**config.mk**
```make
export PLATFORM = sky130hd
export DESIGN_NAME = decimal_scientific_parser
export DESIGN_NICKNAME = d
export VERILOG_FILES = /design/src/hw/rtl/dsp_pkg.sv /design/src/hw/rtl/decimal_scientific_parser.sv /design/src/hw/rtl/dsp_scan.sv /design/src/hw/rtl/dsp_result.sv
export SDC_FILE = /design/constraint.sdc
export NUM_CORES = 1
export LEC_CHECK = 0
export BUFFER_PORTS_ARGS = -buffer_cell sky130_fd_sc_hd__buf_2
export CORE_ASPECT_RATIO = 0.9
export CORE_UTILIZATION = 50
export DETAILED_ROUTE_END_ITERATION = 12
export PLACE_DENSITY = 0.73
export SLEW_MARGIN = 40
export SYNTH_ARGS = -nofsm -noshare
export SYNTH_HDL_FRONTEND = slang
export SYNTH_SLANG_ARGS = --single-unit
```
**constraint.sdc**
```tcl
create_clock -name clk -period 14.09 [get_ports clk]
set_input_delay 0 -clock clk [delete_from_list [all_inputs] [get_ports clk]]
set_output_delay 0 -clock clk [all_outputs]
set_load 0.01 [all_outputs]
```
**src/hw/rtl/dsp_pkg.sv**
```systemverilog
// ---------------------------------------------------------------------------
// dsp_pkg: shared types and constants of the decimal scientific parser
// Character codes, error codes, limits, the parse snapshot and bit-length
// helpers used by the scan stage, the result stage and the top level.
// ---------------------------------------------------------------------------
package dsp_pkg;

  // Longest accepted number text, in characters
  localparam int unsigned MAX_CHARS = 64;
  // Character position counter saturates at MAX_CHARS
  localparam int unsigned POS_W = $clog2(MAX_CHARS + 1);
  localparam logic [POS_W-1:0] POS_LIMIT = POS_W'(MAX_CHARS);

  localparam int unsigned MAG_W  = 63;
  localparam int unsigned EXP_W  = 16;
  localparam int unsigned MBIT_W = 6;
  localparam int unsigned EBIT_W = 5;

  // Character codes
  localparam logic [7:0] CH_ZERO  = 8'h30;
  localparam logic [7:0] CH_NINE  = 8'h39;
  localparam logic [7:0] CH_PLUS  = 8'h2B;
  localparam logic [7:0] CH_MINUS = 8'h2D;
  localparam logic [7:0] CH_POINT = 8'h2E;
  localparam logic [7:0] CH_E_LO  = 8'h65;
  localparam logic [7:0] CH_E_UP  = 8'h45;

  // Error codes
  localparam logic [1:0] ERR_NONE      = 2'd0;
  localparam logic [1:0] ERR_MALFORMED = 2'd1;
  localparam logic [1:0] ERR_OVERFLOW  = 2'd2;

  // Parse state captured on the last character of a text
  typedef struct packed {
    logic [MAG_W-1:0] mag;
    logic             minus;
    logic [EXP_W-1:0] frac;
    logic [EXP_W-1:0] exp_acc;
    logic             exp_minus;
    logic             exp_ovf;
    logic [1:0]       err;
  } snap_t;

  // Bit length of a magnitude, 0 for zero
  function automatic logic [MBIT_W-1:0] bit_len_mag(input logic [MAG_W-1:0] v);
    logic [MBIT_W-1:0] n;
    n = '0;
    for (int i = 0; i < MAG_W; i++) begin
      if (v[i]) n = MBIT_W'(i + 1);
    end
    return n;
  endfunction

  // Bit length of an absolute exponent, 0 for zero
  function automatic logic [EBIT_W-1:0] bit_len_exp(input logic [EXP_W-1:0] v);
    logic [EBIT_W-1:0] n;
    n = '0;
    for (int i = 0; i < EXP_W; i++) begin
      if (v[i]) n = EBIT_W'(i + 1);
    end
    return n;
  endfunction

endpackage

```
**src/hw/rtl/decimal_scientific_parser.sv**
```systemverilog
// ---------------------------------------------------------------------------
// decimal_scientific_parser: decimal text to magnitude and power of ten
// Characters of a number text such as -1.25e-3 enter one per item on the
// in_ channel (in_char_code, in_last_char). The character flagged last
// produces one result item on the out_ channel; other characters produce none.
// Result: sign, digit magnitude, exponent = written exponent minus fraction
// digits, bit lengths of magnitude and |exponent|, and an error code
// (0 ok, 1 malformed, 2 overflow saturated or clamped).
// Throughput: one character per cycle while in_ready is high. A result item
// reaches out_ through the snapshot register, which captures the text when its
// last character is accepted, and then the output register, which takes it
// from the snapshot once the output register is free or being emptied.
// A stalled receiver holds the output register, and one more finished text
// can wait in the snapshot register.
// in_ready drops only when both are full and the output is not being taken.
// Reset (rst_n low, synchronous) clears the parse state and both valid flags.
// ---------------------------------------------------------------------------
module decimal_scientific_parser (
  input  logic                                clk,
  input  logic                                rst_n,
  input  logic                                in_valid,
  output logic                                in_ready,
  input  logic [7:0]                          in_char_code,
  input  logic                                in_last_char,
  output logic                                out_valid,
  input  logic                                out_ready,
  output logic                                out_is_negative,
  output logic [dsp_pkg::MAG_W-1:0]           out_magnitude,
  output logic signed [dsp_pkg::EXP_W-1:0]    out_scale_exponent,
  output logic [dsp_pkg::MBIT_W-1:0]          out_magnitude_bits,
  output logic [dsp_pkg::EBIT_W-1:0]          out_exponent_bits,
  output logic [1:0]                          out_parse_error
);

  logic           snap_valid;
  logic           snap_take;
  dsp_pkg::snap_t snap;

  logic                             res_neg;
  logic [dsp_pkg::MAG_W-1:0]        res_mag;
  logic signed [dsp_pkg::EXP_W-1:0] res_exp;
  logic [dsp_pkg::MBIT_W-1:0]       res_mbits;
  logic [dsp_pkg::EBIT_W-1:0]       res_ebits;
  logic [1:0]                       res_err;

  logic out_valid_r, out_valid_nxt;
  logic                             neg_r;
  logic [dsp_pkg::MAG_W-1:0]        mag_r;
  logic signed [dsp_pkg::EXP_W-1:0] exp_r;
  logic [dsp_pkg::MBIT_W-1:0]       mbits_r;
  logic [dsp_pkg::EBIT_W-1:0]       ebits_r;
  logic [1:0]                       err_r;

  // Snapshot moves on when the output register is free or being emptied
  assign snap_take = snap_valid && (!out_valid_r || out_ready);

  dsp_scan u_scan (
    .clk          (clk),
    .rst_n        (rst_n),
    .in_valid     (in_valid),
    .in_ready     (in_ready),
    .in_char_code (in_char_code),
    .in_last_char (in_last_char),
    .snap_take    (snap_take),
    .snap_valid   (snap_valid),
    .snap         (snap)
  );

  dsp_result u_result (
    .snap           (snap),
    .is_negative    (res_neg),
    .magnitude      (res_mag),
    .scale_exponent (res_exp),
    .magnitude_bits (res_mbits),
    .exponent_bits  (res_ebits),
    .parse_error    (res_err)
  );

  // Output register
  always_comb begin
    out_valid_nxt = out_valid_r;
    if (snap_take)      out_valid_nxt = 1'b1;
    else if (out_ready) out_valid_nxt = 1'b0;
  end

  always_ff @(posedge clk) begin
    if (!rst_n) begin
      out_valid_r <= 1'b0;
    end else begin
      out_valid_r <= out_valid_nxt;
    end
  end

  always_ff @(posedge clk) begin
    if (snap_take) begin
      neg_r   <= res_neg;
      mag_r   <= res_mag;
      exp_r   <= res_exp;
      mbits_r <= res_mbits;
      ebits_r <= res_ebits;
      err_r   <= res_err;
    end
  end

  assign out_valid          = out_valid_r;
  assign out_is_negative    = neg_r;
  assign out_magnitude      = mag_r;
  assign out_scale_exponent = exp_r;
  assign out_magnitude_bits = mbits_r;
  assign out_exponent_bits  = ebits_r;
  assign out_parse_error    = err_r;

endmodule

```
**src/hw/rtl/dsp_scan.sv**
```systemverilog
// ---------------------------------------------------------------------------
// dsp_scan: per-character parse stage
// Holds the running parse state, updates it for each accepted character and
// captures a snapshot of the final state when the last character arrives.
// ---------------------------------------------------------------------------
module dsp_scan (
  input  logic                clk,
  input  logic                rst_n,
  input  logic                in_valid,
  output logic                in_ready,
  input  logic [7:0]          in_char_code,
  input  logic                in_last_char,
  input  logic                snap_take,
  output logic                snap_valid,
  output dsp_pkg::snap_t      snap
);

  // Running parse state
  logic [dsp_pkg::MAG_W-1:0] acc_r, acc_nxt;
  logic                      minus_r, minus_nxt;
  logic [dsp_pkg::EXP_W-1:0] frac_r, frac_nxt;
  logic                      point_r, point_nxt;
  logic                      in_exp_r, in_exp_nxt;
  logic [dsp_pkg::EXP_W-1:0] exp_acc_r, exp_acc_nxt;
  logic                      exp_minus_r, exp_minus_nxt;
  logic                      exp_ovf_r, exp_ovf_nxt;
  logic [1:0]                err_r, err_nxt;
  logic [dsp_pkg::POS_W-1:0] pos_r, pos_nxt;
  logic                      mant_seen_r, mant_seen_nxt;
  logic                      exp_seen_r, exp_seen_nxt;
  logic                      exp_sign_r, exp_sign_nxt;

  logic           snap_valid_r, snap_valid_nxt;
  dsp_pkg::snap_t snap_r, snap_nxt;

  logic        accept;
  logic        is_digit;
  logic [3:0]  digit;
  logic [66:0] mant_prod;
  logic [19:0] exp_prod;
  logic        final_bad;
  logic [1:0]  final_err;

  assign in_ready   = !snap_valid_r || snap_take;
  assign accept     = in_valid && in_ready;
  assign snap_valid = snap_valid_r;
  assign snap       = snap_r;

  // Character class and multiply-by-ten accumulates
  assign is_digit  = (in_char_code >= dsp_pkg::CH_ZERO) && (in_char_code <= dsp_pkg::CH_NINE);
  assign digit     = 4'(in_char_code - dsp_pkg::CH_ZERO);
  assign mant_prod = ({4'b0, acc_r} << 3) + ({4'b0, acc_r} << 1) + {63'b0, digit};
  assign exp_prod  = ({4'b0, exp_acc_r} << 3) + ({4'b0, exp_acc_r} << 1) + {16'b0, digit};

  // Next parse state for the current character
  always_comb begin
    acc_nxt       = acc_r;
    minus_nxt     = minus_r;
    frac_nxt      = frac_r;
    point_nxt     = point_r;
    in_exp_nxt    = in_exp_r;
    exp_acc_nxt   = exp_acc_r;
    exp_minus_nxt = exp_minus_r;
    exp_ovf_nxt   = exp_ovf_r;
    err_nxt       = err_r;
    pos_nxt       = pos_r;
    mant_seen_nxt = mant_seen_r;
    exp_seen_nxt  = exp_seen_r;
    exp_sign_nxt  = exp_sign_r;

    // too many characters
    if (pos_r >= dsp_pkg::POS_LIMIT) err_nxt = dsp_pkg::ERR_MALFORMED;
    if (pos_r <  dsp_pkg::POS_LIMIT) pos_nxt = pos_r + 1'b1;

    if (is_digit) begin
      if (in_exp_r) begin
        exp_seen_nxt = 1'b1;
        if (exp_prod[19:16] != 4'b0) begin
          exp_acc_nxt = '1;
          exp_ovf_nxt = 1'b1;
        end else begin
          exp_acc_nxt = exp_prod[15:0];
        end
      end else begin
        mant_seen_nxt = 1'b1;
        if (mant_prod[66:63] != 4'b0) begin
          acc_nxt = '1;
          if (err_nxt == dsp_pkg::ERR_NONE) err_nxt = dsp_pkg::ERR_OVERFLOW;
        end else begin
          acc_nxt = mant_prod[62:0];
        end
        if (point_r && (frac_r != '1)) frac_nxt = frac_r + 1'b1;
      end
    end else if ((in_char_code == dsp_pkg::CH_PLUS) || (in_char_code == dsp_pkg::CH_MINUS)) begin
      if (in_exp_r) begin
        if (exp_seen_r || exp_sign_r) begin
          err_nxt = dsp_pkg::ERR_MALFORMED;
        end else begin
          exp_sign_nxt  = 1'b1;
          exp_minus_nxt = (in_char_code == dsp_pkg::CH_MINUS);
        end
      end else if (pos_r == '0) begin
        minus_nxt = (in_char_code == dsp_pkg::CH_MINUS);
      end else begin
        err_nxt = dsp_pkg::ERR_MALFORMED;
      end
    end else if (in_char_code == dsp_pkg::CH_POINT) begin
      if (in_exp_r || point_r) err_nxt = dsp_pkg::ERR_MALFORMED;
      else                     point_nxt = 1'b1;
    end else if ((in_char_code == dsp_pkg::CH_E_LO) || (in_char_code == dsp_pkg::CH_E_UP)) begin
      if (in_exp_r || !mant_seen_r) err_nxt = dsp_pkg::ERR_MALFORMED;
      else                          in_exp_nxt = 1'b1;
    end else begin
      err_nxt = dsp_pkg::ERR_MALFORMED;
    end
  end

  // End-of-text checks on the updated state
  assign final_bad = !mant_seen_nxt || (in_exp_nxt && !exp_seen_nxt);
  assign final_err = final_bad ? dsp_pkg::ERR_MALFORMED : err_nxt;

  always_comb begin
    snap_nxt.mag       = acc_nxt;
    snap_nxt.minus     = minus_nxt;
    snap_nxt.frac      = frac_nxt;
    snap_nxt.exp_acc   = exp_acc_nxt;
    snap_nxt.exp_minus = exp_minus_nxt;
    snap_nxt.exp_ovf   = exp_ovf_nxt;
    snap_nxt.err       = final_err;
  end

  // Snapshot handoff
  always_comb begin
    snap_valid_nxt = snap_valid_r;
    if (accept && in_last_char) snap_valid_nxt = 1'b1;
    else if (snap_take)         snap_valid_nxt = 1'b0;
  end

  // Parse state: updated per item, cleared after the last character
  always_ff @(posedge clk) begin
    if (!rst_n || (accept && in_last_char)) begin
      acc_r       <= '0;
      minus_r     <= 1'b0;
      frac_r      <= '0;
      point_r     <= 1'b0;
      in_exp_r    <= 1'b0;
      exp_acc_r   <= '0;
      exp_minus_r <= 1'b0;
      exp_ovf_r   <= 1'b0;
      err_r       <= dsp_pkg::ERR_NONE;
      pos_r       <= '0;
      mant_seen_r <= 1'b0;
      exp_seen_r  <= 1'b0;
      exp_sign_r  <= 1'b0;
    end else if (accept) begin
      acc_r       <= acc_nxt;
      minus_r     <= minus_nxt;
      frac_r      <= frac_nxt;
      point_r     <= point_nxt;
      in_exp_r    <= in_exp_nxt;
      exp_acc_r   <= exp_acc_nxt;
      exp_minus_r <= exp_minus_nxt;
      exp_ovf_r   <= exp_ovf_nxt;
      err_r       <= err_nxt;
      pos_r       <= pos_nxt;
      mant_seen_r <= mant_seen_nxt;
      exp_seen_r  <= exp_seen_nxt;
      exp_sign_r  <= exp_sign_nxt;
    end
  end

  always_ff @(posedge clk) begin
    if (!rst_n) begin
      snap_valid_r <= 1'b0;
    end else begin
      snap_valid_r <= snap_valid_nxt;
    end
  end

  always_ff @(posedge clk) begin
    if (accept && in_last_char) snap_r <= snap_nxt;
  end

endmodule

```
**src/hw/rtl/dsp_result.sv**
```systemverilog
// ---------------------------------------------------------------------------
// dsp_result: result formatting
// Turns a parse snapshot into sign, magnitude, clamped exponent, bit lengths
// and the error code.
// ---------------------------------------------------------------------------
module dsp_result (
  input  dsp_pkg::snap_t              snap,
  output logic                        is_negative,
  output logic [dsp_pkg::MAG_W-1:0]   magnitude,
  output logic signed [dsp_pkg::EXP_W-1:0] scale_exponent,
  output logic [dsp_pkg::MBIT_W-1:0]  magnitude_bits,
  output logic [dsp_pkg::EBIT_W-1:0]  exponent_bits,
  output logic [1:0]                  parse_error
);

  logic                      bad;
  logic                      mag_zero;
  logic signed [17:0]        exp_signed;
  logic signed [17:0]        e_raw;
  logic                      clamp_hi, clamp_lo;
  logic signed [dsp_pkg::EXP_W-1:0] e_cl;
  logic [dsp_pkg::EXP_W-1:0] abs_e;
  logic                      ovf;

  assign bad      = (snap.err == dsp_pkg::ERR_MALFORMED);
  assign mag_zero = (snap.mag == '0);

  // written exponent minus fraction digits, then clamp
  assign exp_signed = snap.exp_minus ? -$signed({2'b0, snap.exp_acc})
                                     :  $signed({2'b0, snap.exp_acc});
  assign e_raw    = exp_signed - $signed({2'b0, snap.frac});
  assign clamp_hi = (e_raw > 18'sd32767);
  assign clamp_lo = (e_raw < -18'sd32768);

  always_comb begin
    priority if (mag_zero) e_cl = '0;
    else if (clamp_hi)     e_cl = 16'sh7FFF;
    else if (clamp_lo)     e_cl = 16'sh8000;
    else                   e_cl = e_raw[15:0];
  end

  assign abs_e = e_cl[15] ? 16'(-e_cl) : e_cl;
  assign ovf   = !mag_zero && (snap.exp_ovf || clamp_hi || clamp_lo);

  // malformed text forces all-zero result fields and the malformed error code
  always_comb begin
    if (bad) begin
      is_negative    = 1'b0;
      magnitude      = '0;
      scale_exponent = '0;
      magnitude_bits = '0;
      exponent_bits  = '0;
      parse_error    = dsp_pkg::ERR_MALFORMED;
    end else begin
      is_negative    = snap.minus && !mag_zero;
      magnitude      = snap.mag;
      scale_exponent = e_cl;
      magnitude_bits = dsp_pkg::bit_len_mag(snap.mag);
      exponent_bits  = dsp_pkg::bit_len_exp(abs_e);
      parse_error    = (ovf && (snap.err == dsp_pkg::ERR_NONE)) ? dsp_pkg::ERR_OVERFLOW
                                                                 : snap.err;
    end
  end

endmodule
```
Word level (Yosys, flattened, before mapping)
Cells that the tools add are included.
{"block": "word_totals", "out_inout_bits": 95, "regBits": 307, "elab_cells": 226, "input_bits": 13}
{"block": "op_classes", "n_bitwise": 4, "n_reduce_logical": 39, "muxes": 131, "n_eq_ne": 7, "addsub": 10, "order_cmp": 6}
{"cell": "two-way mux 6 bit", "count": 32}
{"cell": "two-way mux 63 bit", "count": 3}
{"cell": "two-way mux 16 bit", "count": 10}
{"cell": "two-way mux 5 bit", "count": 17}
{"cell": "adder 66 x 64 -> 67 bit", "count": 1}
{"cell": "adder 67 x 4 -> 67 bit", "count": 1}
{"cell": "two-way mux 4 bit", "count": 16}
{"cell": "zero test 63 bit", "count": 1}
{"cell": "two-way mux 2 bit", "count": 18}
{"cell": "two-way mux 1 bit", "count": 26}
{"cell": "== test 8 x 6 -> 1 bit, second input constant", "count": 3}
{"cell": "two-way mux 3 bit", "count": 8}
{"cell": "adder 19 x 17 -> 20 bit", "count": 1}
{"cell": "adder 20 x 4 -> 20 bit", "count": 1}
{"cell": "> comparator 18 x 16 -> 1 bit, second input constant", "count": 1}
{"cell": "less-than comparator 18 x 16 -> 1 bit, second input constant", "count": 1}
{"cell": "two-way mux 18 bit", "count": 1}
{"cell": "negation 16 -> 18 bit", "count": 1}
{"cell": "subtractor 18 x 17 -> 18 bit", "count": 1}
{"cell": "adder 16 x 1 -> 16 bit, second input constant", "count": 1}
{"cell": "== test 8 x 7 -> 1 bit, second input constant", "count": 2}
{"cell": "inequality test 16 bit, second input constant", "count": 1}
{"cell": "negation 16 bit", "count": 1}
{"cell": "logical OR 1 bit", "count": 11}
{"cell": "other kinds (17)", "count": 38}

Longest topological paths before layout
Gate-level depths: netlist of the first run.
{"block": "depth", "word_depth": 63, "mapped_depth": 24, "mapped_depth_nobuf": 23}

By module
From an unflattened synthesis of the first run, not the netlist that was laid out.
{"block": "hier_totals", "cells_unflattened": 2346, "area_unflattened_um2": 21030.2}
{"mod": "dsp_scan", "n_inst": 1, "area_per_inst_um2": 14254.9, "seq_area_each_um2": 5265.0, "cells_each": 1640}
{"mod": "dsp_result", "n_inst": 1, "area_per_inst_um2": 3935.0, "seq_area_each_um2": 0.0, "cells_each": 609}
{"mod": "decimal_scientific_parser", "n_inst": 1, "area_per_inst_um2": 2840.2, "seq_area_each_um2": 2812.7, "cells_each": 97}

Worst setup path after synthesis of the first run
OpenSTA, ideal clock, no wires.
{"block": "synth_timing", "kind": "register -> register", "from": "register u_scan.snap_r, in the netlist u_scan.snap[10]", "to": "register ebits_r, in the netlist out_exponent_bits[0], data pin", "path_slack_ns": 8.539, "synth_period_minus_slack_ns": 5.551, "path_buffers": 1, "arrival_ns": 5.284, "path_stages_with_launch": 23, "path_cell_list": "edfxtp_1 -> or4_4 -> or3_1 -> o41ai_1 -> xnor2_1 -> ha_1 -> o21a_1 -> nor2_1 -> a2111oi_0 -> a221oi_2 -> nand2_2 -> a21oi_1 -> buf_2 -> o22ai_1 -> nand2_1 -> ha_1 -> inv_1 -> nor3_1 -> nand4b_1 -> a22o_1 -> a211o_1 -> a2111oi_2 -> nor4_1"}
{"block": "synth_via", "elab_chain_cells": 24}
{"element": "start: declaration", "line": "dsp_scan.sv:34", "source": "dsp_pkg::snap_t snap_r, snap_nxt;"}
{"element": "start signal: assignment", "line": "dsp_scan.sv:181", "source": "if (accept && in_last_char) snap_r <= snap_nxt;"}
{"element": "negation 16 -> 18 bit", "line": "dsp_result.sv:29", "source": "assign exp_signed = snap.exp_minus ? -$signed({2'b0, snap.exp_acc})"}
{"element": "two-way mux 18 bit (*)", "line": "dsp_result.sv:29"}
{"element": "subtractor 18 x 17 -> 18 bit (*)", "line": "dsp_result.sv:31", "source": "assign e_raw = exp_signed - $signed({2'b0, snap.frac});"}
{"element": "less-than comparator 18 x 16 -> 1 bit", "line": "dsp_result.sv:33", "source": "assign clamp_lo = (e_raw < -18'sd32768);"}
{"element": "two-way mux 16 bit", "line": "dsp_result.sv:38", "source": "else if (clamp_lo) e_cl = 16'sh8000;"}
{"element": "two-way mux 16 bit (*)", "line": "dsp_result.sv:37", "source": "else if (clamp_hi) e_cl = 16'sh7FFF;"}
{"element": "two-way mux 16 bit (*)", "line": "dsp_result.sv:36", "source": "priority if (mag_zero) e_cl = '0;"}
{"element": "negation 16 bit", "line": "dsp_result.sv:42", "source": "assign abs_e = e_cl[15] ? 16'(-e_cl) : e_cl;"}
{"element": "two-way mux 16 bit (*)", "line": "dsp_result.sv:42"}
{"element": "two-way mux 1 bit", "line": "dsp_pkg.sv:59", "source": "if (v[i]) n = EBIT_W'(i + 1);"}
{"element": "two-way mux 2 bit (2 in a row)", "line": "dsp_pkg.sv:59"}
{"element": "two-way mux 3 bit (4 in a row)", "line": "dsp_pkg.sv:59"}
{"element": "two-way mux 4 bit (8 in a row)", "line": "dsp_pkg.sv:59"}
{"element": "end signal: assignment", "line": "decimal_scientific_parser.sv:100", "source": "ebits_r <= res_ebits;"}
{"element": "end: declaration", "line": "decimal_scientific_parser.sv:51", "source": "logic [dsp_pkg::EBIT_W-1:0] ebits_r;"}
Every way passes the cells marked *; elsewhere a longest branch is shown, timed or not.
A chain may end at the register's enable or synchronous reset.

Worst setup path after layout of the first run
{"block": "layout_timing", "from": "register u_scan.snap_r, in the netlist u_scan.snap[8]", "to": "register ebits_r, in the netlist out_exponent_bits[2], data pin"}
{"block": "layout_via", "elab_chain_cells": 21}
{"element": "negation 16 -> 18 bit", "line": "dsp_result.sv:29"}
{"element": "two-way mux 18 bit (*)", "line": "dsp_result.sv:29"}
{"element": "subtractor 18 x 17 -> 18 bit (*)", "line": "dsp_result.sv:31"}
{"element": "less-than comparator 18 x 16 -> 1 bit", "line": "dsp_result.sv:33"}
{"element": "two-way mux 16 bit", "line": "dsp_result.sv:38"}
{"element": "two-way mux 16 bit (*)", "line": "dsp_result.sv:37"}
{"element": "two-way mux 16 bit (*)", "line": "dsp_result.sv:36"}
{"element": "negation 16 bit", "line": "dsp_result.sv:42"}
{"element": "two-way mux 16 bit (*)", "line": "dsp_result.sv:42"}
{"element": "two-way mux 3 bit (4 in a row)", "line": "dsp_pkg.sv:59"}
{"element": "two-way mux 4 bit (8 in a row)", "line": "dsp_pkg.sv:59"}
Marked as above.

==> results.cfg, run 1 <==
[worst_setup_path]
cp-end-kind = register
cp-start-kind = register
worst-setup-path-type = register to register
cp.required_ps = 14360
cpPeakStageDelay_ps = 470
crit_arrival_ps = 6880
path_delay_family = simple AND/OR/NAND/NOR gates
r2r-start = u_scan.snap[8]
cp_max_fo = 13
cp_num_buf_inv = 2
r2r_slack_ps = 7470
crit_path_cell_trace = nor4_1 > nand2_1 > or3_1 > o41ai_1 > xnor2_1 > ha_1 > o21a_1 > nor2_1 > a2111oi_0 > a221oi_2 > nand2_2 > a21oi_1 > buf_4 > nor2_2 > o21ai_0 > ha_1 > inv_1 > nor3_1 > nand4b_1 > a22o_1 > and2_1 > nor4b_2 > a21oi_1
reg2reg_to = out_exponent_bits[2]
critPathSlowestCell = nor4_1
ff2ff_path_depth = 23

[clock_network]
cts_buffers = 36
root_buffer = clkbuf_16
htree_num_levels = 2
clockBufferDepth = 3
clock-sinks = 307
tritoncts = done
path_clk_slew_ps = 60
cts_resized = 0
clock_latency_ps = 550

[detailed_routing]
wl_met1_mm = 24.46
first_pass_iters = 6
wl_met2_mm = 23.49
drtAntennaViolNets = 0
vias_per_cell = 6.082
drt_iter0_markers = 1454
vias = 17254
wl_mm = 52.51
routed.top_layer = met4
wire_per_inst_microns = 18.51
dr_wl_met3_mm = 3.637
drc = 0

[synthesis]
postSynthCellCount = 2214
yosysWarnings = 0
synthArstFlopShare = 0
ys_ff_latch = 307
syn-num-nets = 2409
syn_area_per_cell_sq_um = 9.127
synth_cell_types = 91
syn_area_sq_um = 20210
synth-edff-count = 193
yosysSeqAreaShare = 0.3998
synthFlopType = edfxtp_1

[cells_and_area]
drive_gt1_frac = 0.1011
nets = 2472
n_fill_cell = 3481
syn_to_final_growth_pct = 11.41
final_util = 0.5681
n_antenna_cell = 0

[pwr]
p_per_area_nw_per_um2 = 99.97
vdd_ir_drop_max_v = 0.00006895
leakage_nw = 9.256

[sta]
final_max_slew_viol_count = 0
slew_headroom = 0.4248
fin_crit_sh = 0.4696
skew_ps = 22.06
hold_viol = 0
tightest_slew_ps = 862.7
rsz0062_at_grt = false
fmax_mhz = 151.1
setup_viol = 0
fin_crit_ps = 6617
fin_tns_setup_ps = 0

[worst_hold_path]
worstHoldEndpoint = u_scan.snap[3]
hold_depth = 4
hold_start = in_char_code[7]
hold_path_class = primary input to register

[floorplanning]
die-height_microns = 192.7
die_w_microns = 213.9
row_count = 69
die_area_sq_um = 41220
start_util = 0.5099
ios = 108
fp.coreArea_sq_um = 39630

[run]
cap_viol_max_count = 0

[outcome]
status = finished, final reports clean

[placed_design]
hpwl_mm = 38.50
gp_congestion = 0.9460
port_buffers = 107

[global_routing]
antenna_found_initial = 0
first_global_vias = 16037
grt_pass1_wl_mm = 84.21
grt_max_degree = 110
track_usage = 0.2516
overflow = 0
-- state kept, by name, summed over array words and instances, names as in the netlist --
name,count
u_scan.in_exp_r,1
u_scan.err_r,2
u_scan.exp_sign_r,1
out_scale_exponent,16
u_scan.exp_seen_r,1
u_scan.mant_seen_r,1
out_magnitude_bits,6
u_scan.snap_valid,1
out_exponent_bits,5
out_parse_error,2
out_valid,1
u_scan.acc_r,63
u_scan.point_r,1
u_scan.exp_minus_r,1
out_is_negative,1
u_scan.exp_ovf_r,1
out_magnitude,63
u_scan.exp_acc_r,16
u_scan.snap,100
u_scan.minus_r,1
u_scan.frac_r,16
u_scan.pos_r,7
-- cell usage in the layout, fill, tap and decap left out, types with 10 or more instances in the layout --
cell type | netlist | layout
buf_2 | 16 | 107
o21a_1 | 15 | 15
o21ai_0 | 186 | 185
o21bai_1 | 28 | 28
o211ai_1 | 15 | 15
nor3_1 | 35 | 35
clkbuf_16 | 0 | 38
o31ai_1 | 14 | 14
ha_1 | 177 | 177
or3_1 | 20 | 20
nor2b_1 | 67 | 64
a31oi_1 | 125 | 125
a21oi_1 | 185 | 185
and2_1 | 12 | 11
buf_4 | 0 | 10
nand2_1 | 114 | 112
a21o_1 | 49 | 49
o2111ai_1 | 12 | 12
nand2b_1 | 16 | 15
xnor2_1 | 63 | 63
nor4_1 | 25 | 24
dfxtp_1 | 114 | 114
nor2_1 | 268 | 267
inv_1 | 70 | 69
edfxtp_1 | 193 | 193
and3_1 | 21 | 21
xor2_1 | 58 | 58
dlygate4sd3_1 | 0 | 11
nand3_1 | 37 | 37
nand4_1 | 21 | 21
-- layer usage --
| metal | global-route usage | up-vias |
|---|---|---|
| li1 | - | 8395 |
| met1 | 0.3521 | 8175 |
| met2 | 0.4073 | 611 |
| met3 | 0.03956 | 73 |
| met4 | 0.05977 | 0 |
| met5 | 0 | - |
-- cell families after synthesis --
family,Yosys count,share of synthesized area
xor+xnor,121,0.05245
flops,307,0.3998
buf+inv,178,0.03554
simple gates,695,0.1705
fa+ha+maj,182,0.1146
compound gates,721,0.2215
mux,10,0.005758
-- where the power goes --
group	switching, W	leakage, nW	total [W]	internal, W
clock	0.000386	0.599	0.000965	0.000579
sequential	0.0000182	2.75	0.000999	0.000981
combinational	0.000191	5.90	0.000287	0.0000956
-- through the flow --
| step | area, sq um | setup slack [ps] | hold WS, ps | total power (W) | std cells |
|---|---|---|---|---|---|
| floorplan | 20210 | 8539 | 117.8 | 0.001218 | 2214 |
| global placement | 21110 | 7690 | 269.5 | 0.001292 | 2759 |
| detailed placement | 21110 | 7577 | 275.2 | 0.001295 | 2759 |
| CTS | 22470 | 7501 | 8.340 | 0.002260 | 2836 |
| global route | 22510 | 6792 | 99.61 | 0.002328 | 2837 |
| finish | 22510 | 7473 | 20.26 | 0.002250 | 2837 |
-- Yosys cell counts, types with 6 or more instances --
master / instances / area [sq um]
o2111ai_1: 12 / 105.1
xnor2_1: 63 / 551.8
buf_2: 16 / 80.08
o31ai_1: 14 / 105.1
ha_1: 177 / 2215
inv_1: 70 / 262.8
nand3b_1: 7 / 52.55
and2_1: 12 / 75.07
o21bai_1: 28 / 210.2
nand4_1: 21 / 131.4
a31oi_1: 125 / 782.0
nor4_1: 25 / 156.4
a211oi_1: 9 / 67.56
or4_1: 9 / 67.56
mux2i_1: 6 / 60.06
o21ai_0: 186 / 930.9
nor2b_1: 67 / 419.2
xor2_1: 58 / 508.0
clkbuf_1: 87 / 326.6
or3_1: 20 / 125.1
nand2_1: 114 / 427.9
or2_2: 8 / 50.05
o21a_1: 15 / 112.6
nand3_1: 37 / 185.2
a21o_1: 49 / 367.9
nor3_1: 35 / 175.2
a21boi_0: 8 / 60.06
o211ai_1: 15 / 112.6
edfxtp_1: 193 / 5796
and3_1: 21 / 131.4
dfxtp_1: 114 / 2282
nand2b_1: 16 / 100.1
o41ai_1: 7 / 61.31
a21oi_1: 185 / 925.9
nor2_1: 268 / 1006
-- how the worst max path moves through the flow --
stage,slack [ps],start,endpoint,cells past startpoint
detailed placement,7580,u_scan.snap[8],out_exponent_bits[2],23
finish,7470,u_scan.snap[8],out_exponent_bits[2],23
floorplan,8540,u_scan.snap[10],out_exponent_bits[0],22
CTS,7500,u_scan.snap[8],out_exponent_bits[2],23
global route,6790,u_scan.snap[6],out_exponent_bits[2],23
global placement,7690,u_scan.snap[6],out_exponent_bits[0],23
-- worst register-to-register path, stage by stage (launching register included) --
cell       delay (ps)
edfxtp_1          430
nor4_1            470
nand2_1           250
or3_1             380
o41ai_1           330
xnor2_1           170
ha_1              300
o21a_1            220
nor2_1            350
a2111oi_0         160
a221oi_2          320
nand2_2           250
a21oi_1           190
buf_4             220
nor2_2            110
o21ai_0           270
ha_1              390
inv_1             220
nor3_1            290
nand4b_1          160
a22o_1            250
and2_1            200
nor4b_2           270
a21oi_1           130
-- layout make-up --
| class | instances | area (sq um) | area share |
|---|---|---|---|
| Sequential cell | 307 | 8078 | 0.3588 |
| Timing Repair Buffer | 133 | 793.3 | 0.03524 |
| Tap cell | 532 | 665.6 | 0.02957 |
| Inverter | 70 | 265.3 | 0.01178 |
| Clock inverter | 20 | 214.0 | 0.009504 |
| Multi-Input combinational cell | 1729 | 11460 | 0.5093 |
| Clock buffer | 46 | 1031 | 0.04580 |
-- timing repair --
item,CTS,global route
buffers inserted,0,0
endpoints found under the hold margin,14,0
setup endpoints to repair,0,0
hold buffers,11,0
Note: power is estimated with default switching activity, not from simulation.
==> inputs of run 2 (changes only) <==
--- a/config.mk
+++ b/config.mk
@@ -5,11 +5,12 @@
 export SDC_FILE = /design/constraint.sdc
 export NUM_CORES = 1
 export LEC_CHECK = 0
+export ABC_AREA = 1
 export BUFFER_PORTS_ARGS = -buffer_cell sky130_fd_sc_hd__buf_2
 export CORE_ASPECT_RATIO = 0.9
 export CORE_UTILIZATION = 50
 export DETAILED_ROUTE_END_ITERATION = 12
-export PLACE_DENSITY = 0.73
+export PLACE_DENSITY = 0.76
 export SLEW_MARGIN = 40
 export SYNTH_ARGS = -nofsm -noshare
 export SYNTH_HDL_FRONTEND = slang
==> constraint.sdc (replaced) <==
create_clock -name clk -period 6 [get_ports clk]
set_input_delay 0 -clock clk [delete_from_list [all_inputs] [get_ports clk]]
set_output_delay 0 -clock clk [all_outputs]
set_load 0.01 [all_outputs]
==> results.cfg, run 2 <==
[synthesis]
synthArstFlopShare = 0
yosysWarnings = 0
synth.top_cells.by_count = 324 x inv_1, 285 x nand2_1, 250 x nor2_1
syn_area_sq_um = 20340
postSynthCellCount = 2234
synth_cell_types = 66
yosysSeqAreaShare = 0.3970
ys_ff_latch = 307
syn_area_per_cell_sq_um = 9.107
yosysMostFrequentCell = inv_1
syn-num-nets = 2429
synthFlopType = edfxtp_1
yosysTopAreaCellShare = 0.2849
synth_area_leaders = edfxtp_1 28%, dfxtp_1 11%, ha_1 11%
synth_area_leader_cell = edfxtp_1
synth-edff-count = 193

[pwr]
vdd_ir_drop_max_v = 0.0001575
swShare = 0.2919
internal-power_w = 0.003820
p_switching_w = 0.001574
p_comb_frac = 0.184
leakage_nw = 10.71
p_per_area_nw_per_um2 = 238.1
seqPwrFrac = 0.449
clkPwrFrac = 0.367

[detailed_routing]
vias = 15703
drtAntennaViolNets = 0
drc = 0
drt_iter0_markers = 1178
vias_per_cell = 5.407
wire_per_inst_microns = 16.04
first_pass_iters = 5
wl_mm = 46.59

[global_routing]
antenna_found_initial = 0
first_global_vias = 15282
track_usage = 0.2220
overflow = 0
grt_max_degree = 86
grt_pass1_wl_mm = 76.43

[placed_design]
dpl-instance-area_sq_um = 21340
hpwl_mm = 34.88
gp_congestion = 0.9244
dp_slack_ps = 151.6
dp.cells = 2822
port_buffers = 107

[cells_and_area]
final_cell_mix = 318 x inv_1, 283 x nand2_1, 247 x nor2_1
n_fill_cell = 3406
regArea_sq_um = 8079
final_util = 0.5692
fin_area_sq_um = 22650
n_antenna_cell = 0
mostFrequentLayoutCell = inv_1
drive_gt1_frac = 0.1821
largest_reg_flops = 100
multi_input_area_sq_um = 10730
stdcell_count = 2904
syn_to_final_growth_pct = 11.35
nets = 2542

[floorplanning]
row_count = 69
fp.coreArea_sq_um = 39800
die_w_microns = 214.6
start_util = 0.5112
ios = 108
die_area_sq_um = 41500
die-height_microns = 193.4

[sta]
final_max_slew_viol_count = 0
fin_crit_ps = 5644
slew_headroom = 0.4556
rsz0062_at_grt = true
finalWorstSetupSlack_ps = 355.8
skew_ps = 26.47
tightest_slew_ps = 816.6
fin_crit_sh = 0.9407
hold_viol = 0
setup_viol = 0
whs_ps = 55.58
fmax_mhz = 177.2

[worst_setup_path]
cp-end-kind = register
worst-setup-path-type = register to register
crit_cells = 38
cp-start-kind = register
r2r_slack_ps = 360
critPathSlowestCell = edfxtp_1
path_delay_family = simple AND/OR/NAND/NOR gates
cpPeakStageDelay_ps = 400
r2r-start = u_scan.snap[5]
cp_num_buf_inv = 6
crit_arrival_ps = 5880
cp.required_ps = 6230
ff2ff_path_depth = 38
reg2reg_to = out_exponent_bits[3]
endpoint = out_exponent_bits[3]
cp_max_fo = 13
crit_start = u_scan.snap[5]

[clock_network]
clock-sinks = 307
path_clk_slew_ps = 60
clock_latency_ps = 530
root_buffer = clkbuf_16
clockBufferDepth = 3
htree_num_levels = 2
tritoncts = done
cts_buffers = 34

[worst_hold_path]
hold_path_class = primary input to register

[outcome]
status = finished, final reports clean

[run]
cap_viol_max_count = 0
## run 2: changes by cell type after synthesis, moves of 25 or more
cell	change
a31oi_1	-111
nor2b_1	-67
xor2_1	+37
xnor2_1	-36
a21oi_2	+71
o21bai_1	-25
o22ai_4	+60
nand2_1	+171
clkbuf_1	-41
o21ai_0	-33
inv_1	+254
a21oi_1	-32
a21o_1	-42
## run 2: how the worst min path moves through the flow
stage,from,to,slack (ps),depth (start not counted)
2_1_floorplan,rst_n,u_scan.snap_valid,100,2
5_1_grt,in_valid,u_scan.exp_acc_r[12],120,5
6_report,in_char_code[4],u_scan.point_r,60,8
3_3_place_gp,rst_n,u_scan.snap_valid,210,3
3_5_place_dp,rst_n,u_scan.snap_valid,230,3
4_1_cts,in_char_code[4],u_scan.point_r,40,8
## run 2: metrics by stage
step | setup TNS, ps | power [W]
after floorplan | 0 | 0.003210
after global placement | 0 | 0.003386
after detailed placement | 0 | 0.003419
after CTS | 0 | 0.005395
after global routing | -355.3 | 0.005619
final | 0 | 0.005394
## run 2: final cells by class
cell class              instances  share of cell area
clock inverters                19            0.005413
clock buffers                  42             0.04070
inverters                     335             0.05595
multi-input cells            1525              0.4735
flip-flops and latches        307              0.3566
well taps                     532             0.02938
repair buffers                144             0.03844
## run 2: timing repair
action / in CTS / in global routing
endpoints found under the setup margin: 0 / 14
gates resized for setup: 0 / 26
hold buffers: 7 / 0
hold endpoints to repair: 6 / 0
setup buffers: 0 / 14
## run 2: per-layer routing
| metal | share of wire | global-route usage |
|---|---|---|
| met3 | 0.047 | 0.02767 |
| met5 | 0 | 0 |
| met1 | 0.47 | 0.3087 |
| met2 | 0.46 | 0.3636 |
| met4 | 0.023 | 0.06111 |
## run 2: worst reg2reg max path: cells and delay by family, from the launching register on
kind / cells / cell delay (ps)
simple gates: 14 / 1650
buf+inv: 6 / 590
xor+xnor: 3 / 400
compound gates: 12 / 1600
fa+ha+maj: 3 / 710
flops: 1 / 400
## run 2: logic make-up (layout without fill, tap and decap cells)
| family | after synthesis | after routing | synth area share |
|---|---|---|---|
| XOR/XNOR | 122 | 122 | 0.05252 |
| buffers and inverters | 402 | 540 | 0.08069 |
| flip-flops | 307 | 307 | 0.3970 |
| adder cells (fa/ha/maj) | 182 | 182 | 0.1138 |
| AND/OR/NAND/NOR | 673 | 673 | 0.1411 |
| AO/OA/AOI/OAI | 548 | 548 | 0.2148 |
## run 2: power by group through the flow
stage               Clock (W)  Combinational, W  Sequential [W]
finish                0.00198          0.000992         0.00242
global placement            0          0.000921         0.00247
global route          0.00208           0.00111         0.00243
detailed placement          0          0.000950         0.00247
CTS                   0.00201          0.000959         0.00242
floorplan                   0          0.000748         0.00246
==> inputs of run 3 (changes only) <==
==> constraint.sdc (replaced) <==
create_clock -name clk -period 5 [get_ports clk]
set_input_delay 0 -clock clk [delete_from_list [all_inputs] [get_ports clk]]
set_output_delay 0 -clock clk [all_outputs]
set_load 0.01 [all_outputs]
==> results.cfg, run 3 (synthesized netlist as in run 2, its figures left out) <==
[pwr]
p_per_area_nw_per_um2 = 280.1
leakage_nw = 11.66
vdd_ir_drop_max_v = 0.0002091

[floorplanning]
die_area_sq_um = 41500
start_util = 0.5112
die_w_microns = 214.6
ios = 108
die-height_microns = 193.4
row_count = 69
fp.coreArea_sq_um = 39800

[clock_network]
root_buffer = clkbuf_16
clockBufferDepth = 3
clock_latency_ps = 550
clock-sinks = 307
htree_num_levels = 2
path_clk_slew_ps = 60
cts_buffers = 35
tritoncts = done

[cells_and_area]
mostFrequentLayoutCell = inv_1
n_antenna_cell = 0
drive_gt1_frac = 0.2478
nets = 2699
largest_reg_flops = 100
final_cell_mix = 311 x inv_1, 272 x nand2_1, 240 x nor2_1
syn_to_final_growth_pct = 20.42
final_util = 0.6155

[sta]
fmax_mhz = 185.0
fin_crit_sh = 1.081
tightest_slew_ps = 856.5
finalWorstSetupSlack_ps = -406.8
setup_viol = 129
skew_ps = 27.22
hold_viol = 0
whs_ps = 107.5
rsz0062_at_grt = true
final_max_slew_viol_count = 0
slew_headroom = 0.4290
fin_crit_ps = 5407

[detailed_routing]
drc = 0
drtAntennaViolNets = 0
first_pass_iters = 7
vias = 16600
drt_iter0_markers = 1333
wire_per_inst_microns = 16.35
wl_mm = 50.08
vias_per_cell = 5.421

[worst_setup_path]
critPathSlowestCell = edfxtp_1
worst-setup-path-type = register to register
cp-start-kind = register
cp.required_ps = 5290
crit_arrival_ps = 5700
cp_max_fo = 4
cp_common_cell = nor2_1
cpPeakStageDelay_ps = 410
cp-end-kind = register

[global_routing]
track_usage = 0.2325
grt_max_degree = 73
first_global_vias = 16000
overflow = 0
grt_pass1_wl_mm = 79.68
antenna_found_initial = 0

[placed_design]
port_buffers = 107
hpwl_mm = 35.58
gp_congestion = 0.9489

[worst_hold_path]
hold_path_class = primary input to register

[outcome]
status = complete, but fails checks
violations = setup timing

[run]
cap_viol_max_count = 0
[run 3: changes by cell type in the layout (fill, tap and decap cells not counted), sizes merged]
| cell | previous run | this run |
|---|---|---|
| buf | 137 | 291 |
| clkbuf | 42 | 56 |
| clkinv | 11 | 6 |
| clkinvlp | 5 | 0 |
| inv | 338 | 335 |
| bufinv | 0 | 1 |
| dlygate4sd3 | 7 | 8 |
| nand2 | 303 | 304 |
[run 3: area by class of cell]
cell class | instances | area, sq um
fillers | 3115 | 15300
repair buffers | 299 | 2349
inverters | 335 | 1265
clock buffers | 56 | 1027
multi-input cells | 1526 | 11040
well taps | 532 | 665.6
clock inverters | 7 | 66.31
flip-flops and latches | 307 | 8082
[run 3: repair_timing]
| item | 4_1_cts | 5_1_grt |
|---|---|---|
| gates cloned | 5 | 0 |
| setup buffers | 34 | 18 |
| pin swaps | 11 | 37 |
| setup endpoints to repair | 112 | 133 |
| hold buffers | 8 | 0 |
| gates resized for setup | 49 | 121 |
| endpoints found under the hold margin | 7 | 0 |
[run 3: per-layer routing]
| metal | routed length, microns | up-vias | GRT usage |
|---|---|---|---|
| met2 | 23940 | 494 | 0.3888 |
| met5 | 0 | - | 0 |
| met4 | 1354 | 0 | 0.07407 |
| met3 | 2618 | 87 | 0.03381 |
| met1 | 22160 | 7867 | 0.3096 |
| li1 | - | 8152 | - |
[run 3: critical path: cells and delay by family, from the launching register on]
| kind | cells | cell delay, ps |
|---|---|---|
| flops | 1 | 410 |
| compound gates | 15 | 1880 |
| buf+inv | 6 | 610 |
| simple gates | 15 | 1590 |
| xor+xnor | 2 | 300 |
| fa+ha+maj | 1 | 350 |
[run 3: final timing paths]
check,startpoint,endpoint,depth (start not counted),slack (ps)
min reg2reg,u_scan.exp_ovf_r,u_scan.exp_ovf_r,2,480
max reg2reg,u_scan.snap[5],out_exponent_bits[0],39,-410
min,in_valid,u_scan.exp_acc_r[11],5,110
max,u_scan.snap[5],out_exponent_bits[0],39,-410
[run 3: metrics by stage]
stage | cells | setup WS (ps) | TNS [ps] | power (W) | cell area, sq um
6_report | 3062 | -406.8 | -23360 | 0.006861 | 24500
5_1_grt | 3062 | -729.8 | -61080 | 0.007128 | 24500
4_1_cts | 3052 | -207.1 | -2162 | 0.006785 | 24080
3_5_place_dp | 2942 | -376.8 | -2807 | 0.004235 | 22290
3_3_place_gp | 2942 | -78.78 | -247.3 | 0.004192 | 22280
2_1_floorplan | 2234 | 9.556 | 0 | 0.003851 | 20360
[run 3: where the power goes]
part,switching (W),internal [W]
Clock,0.00103,0.00146
Combinational,0.000853,0.000612
Sequential,0.0000893,0.00282
Total,0.00197,0.00489
